`src/hw/rtl/dfd_pkg.sv`:
```
package dfd_pkg;

   localparam int WIDTH_W      = 16;
   localparam int SCALE_W      = 15;
   localparam int RAW_W        = 11;
   localparam int NIBBLE_W     = 4;
   localparam int FRAME_W      = 16;
   localparam int FRAME_PULSES = 16;
   localparam int PROD_W       = SCALE_W + RAW_W;
   localparam int CSR_INDEX_W  = 3;
   localparam int CSR_DATA_W   = 16;
   localparam int QUEUE_DEPTH  = 4;

   localparam logic [RAW_W-1:0]   RAW_MAX           = 11'h7ff;
   localparam logic [WIDTH_W-1:0] RST_BIT_THRESHOLD = 16'd0;
   localparam logic [WIDTH_W-1:0] RST_FIRST_MIN     = 16'd0;
   localparam logic [WIDTH_W-1:0] RST_FIRST_MAX     = 16'hffff;
   localparam logic [SCALE_W-1:0] RST_FULL_SCALE    = 15'd2047;
   localparam logic               RST_ZERO_ON_ERROR = 1'b1;

   typedef enum logic [CSR_INDEX_W-1:0] {
      CSR_BIT_THRESHOLD = 3'd0,
      CSR_FIRST_MIN     = 3'd1,
      CSR_FIRST_MAX     = 3'd2,
      CSR_FULL_SCALE    = 3'd3,
      CSR_ZERO_ON_ERROR = 3'd4
   } csr_index_type;

   typedef struct packed {
      logic [WIDTH_W-1:0] bit_threshold;
      logic [WIDTH_W-1:0] first_pulse_min;
      logic [WIDTH_W-1:0] first_pulse_max;
      logic [SCALE_W-1:0] throttle_full_scale;
      logic               zero_on_error;
   } cfg_type;

   typedef struct packed {
      logic             ok;
      logic [RAW_W-1:0] raw;
      logic             tele;
   } q_entry_type;

endpackage

```
`src/hw/rtl/dfd_front.sv`:
```
module dfd_front
   import dfd_pkg::*;
#(
   parameter int MAX_PULSES = 32
) (
   input  logic               clock,
   input  logic               reset,
   input  logic               req_valid,
   output logic               req_stall,
   input  logic               req_action,
   input  logic [WIDTH_W-1:0] req_pulse_width,
   input  cfg_type            cfg,
   input  logic               q_full,
   output logic               q_push,
   output q_entry_type        q_push_entry
);

   localparam int CNT_W = $clog2(MAX_PULSES + 1);
   localparam logic [CNT_W-1:0] MAX_CNT   = CNT_W'(MAX_PULSES);
   localparam logic [CNT_W-1:0] FRAME_CNT = CNT_W'(FRAME_PULSES);

   logic [FRAME_W-1:0] bits_ff, bits_in;
   logic [CNT_W-1:0]   count_ff, count_in;
   logic [WIDTH_W-1:0] first_ff, first_in;
   logic               tele_ff, tele_in;
   logic               fire;
   logic               frame_ok;
   logic [NIBBLE_W-1:0] crc_calc;

   assign req_stall = q_full;
   assign fire      = req_valid & ~q_full;

   assign crc_calc = bits_ff[15:12] ^ bits_ff[11:8] ^ bits_ff[7:4];
   assign frame_ok = (count_ff == FRAME_CNT) &&
                     (first_ff >= cfg.first_pulse_min) &&
                     (first_ff <= cfg.first_pulse_max) &&
                     (crc_calc == bits_ff[3:0]);

   always_comb begin
      bits_in  = bits_ff;
      count_in = count_ff;
      first_in = first_ff;
      tele_in  = tele_ff;
      if (fire && !req_action) begin
         bits_in = {bits_ff[FRAME_W-2:0], (req_pulse_width > cfg.bit_threshold)};
         if (count_ff == '0) begin
            first_in = req_pulse_width;
         end
         if (count_ff < MAX_CNT) begin
            count_in = count_ff + CNT_W'(1);
         end
      end else if (fire && req_action) begin
         bits_in  = '0;
         count_in = '0;
         first_in = '0;
         if (frame_ok) begin
            tele_in = bits_ff[4];
         end
      end
   end

   assign q_push            = fire & req_action & (frame_ok | cfg.zero_on_error);
   assign q_push_entry.ok   = frame_ok;
   assign q_push_entry.raw  = frame_ok ? bits_ff[15:5] : '0;
   assign q_push_entry.tele = frame_ok ? bits_ff[4] : tele_ff;

   always_ff @(posedge clock) begin
      if (reset) begin
         bits_ff  <= '0;
         count_ff <= '0;
         first_ff <= '0;
         tele_ff  <= 1'b0;
      end else begin
         bits_ff  <= bits_in;
         count_ff <= count_in;
         first_ff <= first_in;
         tele_ff  <= tele_in;
      end
   end

endmodule

```
`src/hw/rtl/dfd_fifo.sv`:
```
module dfd_fifo
   import dfd_pkg::*;
(
   input  logic        clock,
   input  logic        reset,
   input  logic        push,
   input  q_entry_type push_entry,
   output logic        full,
   input  logic        pop,
   output logic        empty,
   output q_entry_type pop_entry
);

   localparam int PTR_W = $clog2(QUEUE_DEPTH);
   localparam logic [PTR_W:0] DEPTH_CNT = (PTR_W + 1)'(QUEUE_DEPTH);

   q_entry_type      mem_ff [QUEUE_DEPTH];
   logic [PTR_W-1:0] wr_ptr_ff, wr_ptr_in;
   logic [PTR_W-1:0] rd_ptr_ff, rd_ptr_in;
   logic [PTR_W:0]   count_ff, count_in;
   logic             do_push, do_pop;

   assign full      = (count_ff == DEPTH_CNT);
   assign empty     = (count_ff == '0);
   assign do_push   = push & ~full;
   assign do_pop    = pop & ~empty;
   assign pop_entry = mem_ff[rd_ptr_ff];

   always_comb begin
      wr_ptr_in = do_push ? wr_ptr_ff + PTR_W'(1) : wr_ptr_ff;
      rd_ptr_in = do_pop ? rd_ptr_ff + PTR_W'(1) : rd_ptr_ff;
      count_in  = count_ff;
      if (do_push && !do_pop) begin
         count_in = count_ff + (PTR_W + 1)'(1);
      end else if (!do_push && do_pop) begin
         count_in = count_ff - (PTR_W + 1)'(1);
      end
   end

   always_ff @(posedge clock) begin
      if (do_push) begin
         mem_ff[wr_ptr_ff] <= push_entry;
      end
   end

   always_ff @(posedge clock) begin
      if (reset) begin
         wr_ptr_ff <= '0;
         rd_ptr_ff <= '0;
         count_ff  <= '0;
      end else begin
         wr_ptr_ff <= wr_ptr_in;
         rd_ptr_ff <= rd_ptr_in;
         count_ff  <= count_in;
      end
   end

   a_no_push_when_full: assert property (@(posedge clock) disable iff (reset)
      !(push && full))
      else $error("queue push while full");

   a_count_bound: assert property (@(posedge clock) disable iff (reset)
      count_ff <= DEPTH_CNT)
      else $error("queue count overflow");

endmodule

```
`src/hw/rtl/dfd_back.sv`:
```
module dfd_back
   import dfd_pkg::*;
(
   input  logic               clock,
   input  logic               reset,
   input  logic [SCALE_W-1:0] full_scale,
   input  logic               q_empty,
   input  q_entry_type        q_pop_entry,
   output logic               q_pop,
   output logic               rsp_valid,
   input  logic               rsp_stall,
   output logic [SCALE_W-1:0] rsp_throttle,
   output logic               rsp_telemetry_request,
   output logic               rsp_frame_ok
);

   logic               s1_valid_ff, s1_valid_in;
   logic [PROD_W-1:0]  s1_prod_ff, s1_prod_in;
   logic               s1_ok_ff, s1_ok_in;
   logic               s1_tele_ff, s1_tele_in;
   logic               out_valid_ff, out_valid_in;
   logic [SCALE_W-1:0] out_thr_ff, out_thr_in;
   logic               out_tele_ff, out_tele_in;
   logic               out_ok_ff, out_ok_in;
   logic               out_free, s1_free;

   logic [SCALE_W-1:0] q_a;
   logic [RAW_W-1:0]   q_b;
   logic [SCALE_W:0]   q_y;
   logic [4:0]         q_c;
   logic [RAW_W:0]     q_z;
   logic [SCALE_W-1:0] q_res;

   assign out_free = ~out_valid_ff | ~rsp_stall;
   assign s1_free  = ~s1_valid_ff | out_free;
   assign q_pop    = ~q_empty & s1_free;

   // p / 2047: p = a*2048 + b = a*2047 + (a + b), folded twice
   always_comb begin
      q_a   = s1_prod_ff[PROD_W-1:RAW_W];
      q_b   = s1_prod_ff[RAW_W-1:0];
      q_y   = {1'b0, q_a} + {5'b0, q_b};
      q_c   = q_y[SCALE_W:RAW_W];
      q_z   = {7'b0, q_c} + {1'b0, q_y[RAW_W-1:0]};
      q_res = q_a + {10'b0, q_c} + {14'b0, (q_z >= {1'b0, RAW_MAX})};
   end

   always_comb begin
      s1_valid_in  = s1_valid_ff;
      s1_prod_in   = s1_prod_ff;
      s1_ok_in     = s1_ok_ff;
      s1_tele_in   = s1_tele_ff;
      out_valid_in = out_valid_ff;
      out_thr_in   = out_thr_ff;
      out_tele_in  = out_tele_ff;
      out_ok_in    = out_ok_ff;
      if (s1_free) begin
         s1_valid_in = q_pop;
         s1_prod_in  = PROD_W'(full_scale) * PROD_W'(q_pop_entry.raw);
         s1_ok_in    = q_pop_entry.ok;
         s1_tele_in  = q_pop_entry.tele;
      end
      if (out_free) begin
         out_valid_in = s1_valid_ff;
         out_thr_in   = q_res;
         out_tele_in  = s1_tele_ff;
         out_ok_in    = s1_ok_ff;
      end
   end

   always_ff @(posedge clock) begin
      if (reset) begin
         s1_valid_ff  <= 1'b0;
         out_valid_ff <= 1'b0;
      end else begin
         s1_valid_ff  <= s1_valid_in;
         out_valid_ff <= out_valid_in;
      end
      s1_prod_ff  <= s1_prod_in;
      s1_ok_ff    <= s1_ok_in;
      s1_tele_ff  <= s1_tele_in;
      out_thr_ff  <= out_thr_in;
      out_tele_ff <= out_tele_in;
      out_ok_ff   <= out_ok_in;
   end

   assign rsp_valid             = out_valid_ff;
   assign rsp_throttle          = out_thr_ff;
   assign rsp_telemetry_request = out_tele_ff;
   assign rsp_frame_ok          = out_ok_ff;

   a_reject_zero: assert property (@(posedge clock) disable iff (reset)
      rsp_valid && !rsp_frame_ok |-> rsp_throttle == '0)
      else $error("rejected frame with nonzero throttle");

   a_throttle_range: assert property (@(posedge clock) disable iff (reset)
      rsp_valid && rsp_frame_ok |-> rsp_throttle <= full_scale)
      else $error("throttle above full scale");

endmodule

```
`src/hw/rtl/dshot_frame_decoder_top.sv`:
```
// Channel   Direction  Handshake          Payload
// req_      in         req_valid/stall    action, pulse_width
// rsp_      out        rsp_valid/stall    throttle, telemetry_request, frame_ok
// csr_      in         csr_wr_en          csr_index, csr_wdata
//
// One transaction per cycle on req_ while req_stall is low; a frame end yields a
// result unless it fails and zero_on_error is clear. The front tracks the frame;
// a 4-entry queue feeds a multiply stage and a divide-by-2047 output stage.
// Synchronous reset clears frame state, queue and pipeline valids, and loads CSR defaults.
// req_stall rises only when the queue is full; rsp_stall holds the back end.
module dshot_frame_decoder_top
   import dfd_pkg::*;
#(
   parameter int MAX_PULSES = 32
) (
   input  logic                   clock,
   input  logic                   reset,
   input  logic                   req_valid,
   output logic                   req_stall,
   input  logic                   req_action,
   input  logic [WIDTH_W-1:0]     req_pulse_width,
   output logic                   rsp_valid,
   input  logic                   rsp_stall,
   output logic [SCALE_W-1:0]     rsp_throttle,
   output logic                   rsp_telemetry_request,
   output logic                   rsp_frame_ok,
   input  logic                   csr_wr_en,
   input  logic [CSR_INDEX_W-1:0] csr_index,
   input  logic [CSR_DATA_W-1:0]  csr_wdata
);

   cfg_type     cfg_ff, cfg_in;
   logic        q_push, q_full, q_pop, q_empty;
   q_entry_type q_push_entry, q_pop_entry;

   always_comb begin
      cfg_in = cfg_ff;
      if (csr_wr_en) begin
         case (csr_index)
            CSR_BIT_THRESHOLD: cfg_in.bit_threshold       = csr_wdata;
            CSR_FIRST_MIN:     cfg_in.first_pulse_min     = csr_wdata;
            CSR_FIRST_MAX:     cfg_in.first_pulse_max     = csr_wdata;
            CSR_FULL_SCALE:    cfg_in.throttle_full_scale = csr_wdata[SCALE_W-1:0];
            CSR_ZERO_ON_ERROR: cfg_in.zero_on_error       = csr_wdata[0];
            default:           cfg_in = cfg_ff;
         endcase
      end
   end

   always_ff @(posedge clock) begin
      if (reset) begin
         cfg_ff.bit_threshold       <= RST_BIT_THRESHOLD;
         cfg_ff.first_pulse_min     <= RST_FIRST_MIN;
         cfg_ff.first_pulse_max     <= RST_FIRST_MAX;
         cfg_ff.throttle_full_scale <= RST_FULL_SCALE;
         cfg_ff.zero_on_error       <= RST_ZERO_ON_ERROR;
      end else begin
         cfg_ff <= cfg_in;
      end
   end

   dfd_front #(
      .MAX_PULSES(MAX_PULSES)
   ) u_front (
      .clock          (clock),
      .reset          (reset),
      .req_valid      (req_valid),
      .req_stall      (req_stall),
      .req_action     (req_action),
      .req_pulse_width(req_pulse_width),
      .cfg            (cfg_ff),
      .q_full         (q_full),
      .q_push         (q_push),
      .q_push_entry   (q_push_entry)
   );

   dfd_fifo u_fifo (
      .clock     (clock),
      .reset     (reset),
      .push      (q_push),
      .push_entry(q_push_entry),
      .full      (q_full),
      .pop       (q_pop),
      .empty     (q_empty),
      .pop_entry (q_pop_entry)
   );

   dfd_back u_back (
      .clock                (clock),
      .reset                (reset),
      .full_scale           (cfg_ff.throttle_full_scale),
      .q_empty              (q_empty),
      .q_pop_entry          (q_pop_entry),
      .q_pop                (q_pop),
      .rsp_valid            (rsp_valid),
      .rsp_stall            (rsp_stall),
      .rsp_throttle         (rsp_throttle),
      .rsp_telemetry_request(rsp_telemetry_request),
      .rsp_frame_ok         (rsp_frame_ok)
   );

endmodule
```
`config.mk`:
```
export PLATFORM = sky130hd
export DESIGN_NAME = dshot_frame_decoder_top
export DESIGN_NICKNAME = d
export VERILOG_FILES = /design/src/hw/rtl/dfd_pkg.sv /design/src/hw/rtl/dfd_front.sv /design/src/hw/rtl/dfd_fifo.sv /design/src/hw/rtl/dfd_back.sv /design/src/hw/rtl/dshot_frame_decoder_top.sv
export SDC_FILE = /design/constraint.sdc
export NUM_CORES = 1
export LEC_CHECK = 0
export BUFFER_PORTS_ARGS = -buffer_cell sky130_fd_sc_hd__buf_2
export CORE_AREA = 2 2 200 202
export DETAILED_ROUTE_END_ITERATION = 10
export DIE_AREA = 0 0 202 204
export SLEW_MARGIN = 20
export SYNTH_ARGS = -nofsm -noshare
export SYNTH_HDL_FRONTEND = slang
export SYNTH_SLANG_ARGS = --single-unit
```
`constraint.sdc`:
```
create_clock -name clock -period 6 [get_ports clock]
set_input_delay 0.6 -clock clock [delete_from_list [all_inputs] [get_ports clock]]
set_output_delay 0.6 -clock clock [all_outputs]
set_load 0.03 [all_outputs]
```
==> impl_metrics.ini <==
[run_status]
status = completed

[sta]
hold_viol = 0
finalSetupTns_ns = 0
worstMarginPinSlew_ns = 1.032
fmax_ghz = 0.1686
finalSetupViolCount = 0
period_minus_slack_ns = 5.932
slew_violations = 0
grt_setup_unrepaired = yes
relSlewSlack_pct = 31.01
fin_worst_skew_ns = 0.03503
period_share_pct = 98.87

[routing]
via_per_inst = 5.031
antenna_left = 0
wl_per_cell_um = 15.73
routed_wl_mm = 35.12
dr.pass1.iters = 5
drc_errors = 0
drt_first_iter_violations = 453
via_count = 11234

[hold_path]
holdPathEnd = u_front.first_ff[1]
holdCritPathClass = in2reg
hold_start = req_pulse_width[1]
hold-path-cell-count = 3

[yosys]
synth-seq-cells = 211
ys_types = 68
synth_edf_count = 97
yosysWarnings = 0
ys_async_sr_fraction_pct = 0
seq_area_frac_synth_pct = 33.68
avgSynthCellArea_um2 = 9.579
ys.flop_type = dfxtp_1
synth_area_um2 = 15420
synth_nets = 1909
syn_inst = 1610

[critical_path]
critical_path_class = reg2reg
cpPeakStageDelay_ns = 0.57
crit_required_ns = 6.27
crit_buf_inv = 4
start_kind = register
cp_cell_sequence = buf_12 -> mux4_2 -> buf_6 -> nand2_1 -> fa_1 -> fa_2 -> inv_1 -> fa_2 -> fa_1 -> fa_1 -> ha_2 -> buf_4 -> a21o_1 -> a221oi_2 -> nor2b_1 -> nor4_2 -> o21ai_4 -> a31o_4 -> a21oi_2 -> xnor2_1
reg2reg_depth = 20
end_kind = register
crit_path_max_fanout = 6
critPathArrivalTime_ns = 6.20
path_common_cell = fa_1
reg2reg_slack_ns = 0.07
crit_family = adder cells
reg2reg_to = u_back.s1_prod_ff[22]
crit_slowest_cell = mux4_2

[cells_and_area]
diodes = 0
num-nets-final = 1991
final-seq-area_um2 = 5199
drive_gt1_share_pct = 14.17
areaGrowthSynthToFinish_pct = 15.13
multi_input_area_um2 = 9610
fill_cells = 3749
final_cells = 2233

[floorplan]
core_area_um2 = 39180
die_w_um = 202
die-area_um2 = 41210
die_y_um = 204
ios = 60
rows = 73
initial_core_util_pct = 39.36

[global_route]
grt.total_usage_pct = 17.01
global_route.usage.met3_pct = 2.774
gr-max-usage-layer = met2
met2_usage_pct = 30.51
use_met1_pct = 21.21
antenna_found_initial = 0
grt_start_max_net_pins = 86
grt_pass1_wl_mm = 57.28
grt_pass1_vias = 11287
overflow = 0

[job]
maxCapViolCount = 0

[placement]
hpwl_mm = 27.01
dpl.cell_count = 2171
globalplace.congestion = 0.8698
port_buffers = 59

[clock_tree]
holdBufCountCts = 0
clock_sinks = 211
clk_pin_slew_worst_paths_ns = 0.06
clkLatencyLatePin_ns = 0.56
cts_buffers = 24
cts_root_buf = clkbuf_16
h-tree-depth = 1
clockBufferDepth = 3
cts_tree = yes
worst min-delay path: stages:
cell and delay [ns]:
buf_2 0.11, nand2_1 0.05, a21oi_1 0.05
state kept, by name, summed over array words and instances (netlist names), 3 cells and up, named ones only:
name,flops
u_fifo.count_ff,3
u_back.s1_prod_ff,26
u_front.bits_ff,16
u_back.rsp_throttle,15
u_front.first_ff,16
u_fifo.mem_ff,52
u_front.count_ff,6
cfg_ff,64
through the flow:
stage	hold slack, ns	area [um2]	utilization [%]	worst slack [ns]
after floorplan	0.4003	15420	-	0.004754
after global placement	0.4031	16480	42.06	-0.01020
after detailed placement	0.4052	16480	42.06	-0.09836
after CTS	0.2746	17320	44.19	-0.02113
after global routing	0.2864	17760	45.31	-0.1116
final	0.2998	17760	45.31	0.06759
how the worst max path moves through the flow:
stage,end,depth (start not counted)
2_1_floorplan,u_back.s1_prod_ff[25],21
3_3_place_gp,u_back.s1_prod_ff[22],19
3_5_place_dp,u_back.rsp_throttle[14],25
4_1_cts,u_back.s1_prod_ff[22],19
5_1_grt,u_back.s1_prod_ff[22],18
6_report,u_back.s1_prod_ff[22],20
synthesized netlist by cell type (16+ instances only):
cell type / n / area share (%)
nand3_1: 46 / 1.5
nor2_1: 65 / 1.6
clkbuf_1: 63 / 1.5
o211ai_1: 19 / 0.92
and3_1: 22 / 0.89
and2_1: 83 / 3.4
nand2_1: 263 / 6.4
o21ai_0: 22 / 0.71
dfxtp_1: 114 / 15
ha_1: 139 / 11
a21oi_1: 108 / 3.5
inv_1: 189 / 4.6
o21a_1: 16 / 0.78
a21o_1: 16 / 0.78
xnor2_1: 40 / 2.3
fa_1: 119 / 15
xor2_1: 25 / 1.4
edfxtp_1: 97 / 19
layer usage:
metal	wire (um)	share of wire (%)
met1	15500	44
met2	17510	50
met3	1232	3.5
met4	869	2.5
met5	0	0
area by class of cell:
class	count	share of cell area [%]
multi-input cells	1143	54.13
flip-flops and latches	211	29.28
repair buffers	123	4.735
inverters	189	3.995
well taps	525	3.700
clock buffers	30	3.509
clock inverters	12	0.6553
repair_timing:
action                                  CTS  global route
resized for setup                         7            72
setup buffers                             8            11
cloned                                    0             1
hold endpoints to repair                  0             0
endpoints found under the setup margin    9            21
pin swaps                                 2            52
cell usage in the layout (no fill, tap or decap), types with 9 or more instances in the layout:
master / netlist / layout
nand2_1: 263 / 261
inv_1: 189 / 184
ha_1: 139 / 128
dfxtp_1: 114 / 113
fa_1: 119 / 112
a21oi_1: 108 / 106
edfxtp_1: 97 / 97
and2_1: 83 / 76
nor2_1: 65 / 63
buf_2: 4 / 59
buf_4: 0 / 55
nand3_1: 46 / 45
xnor2_1: 40 / 39
xor2_1: 25 / 25
clkbuf_16: 0 / 25
and3_1: 22 / 21
o211ai_1: 19 / 19
a21o_1: 16 / 16
o21ai_0: 22 / 16
o21a_1: 16 / 16
nor3_1: 15 / 15
mux4_2: 13 / 13
nor2b_1: 11 / 10
nand4_1: 9 / 9
a211oi_1: 11 / 9
ha_4: 0 / 9
cells by family after synthesis:
kind of cell	share of synthesized area [%]
adder cells (fa/ha/maj)	26.72
AO/OA/AOI/OAI	10.27
XOR/XNOR	3.691
buffers and inverters	6.263
AND/OR/NAND/NOR	16.87
multiplexers	2.499
flip-flops	33.68
Power is left out: the tool's default activity adds up to more than one toggle a clock period on the data nets, which glitch-free logic cannot reach.
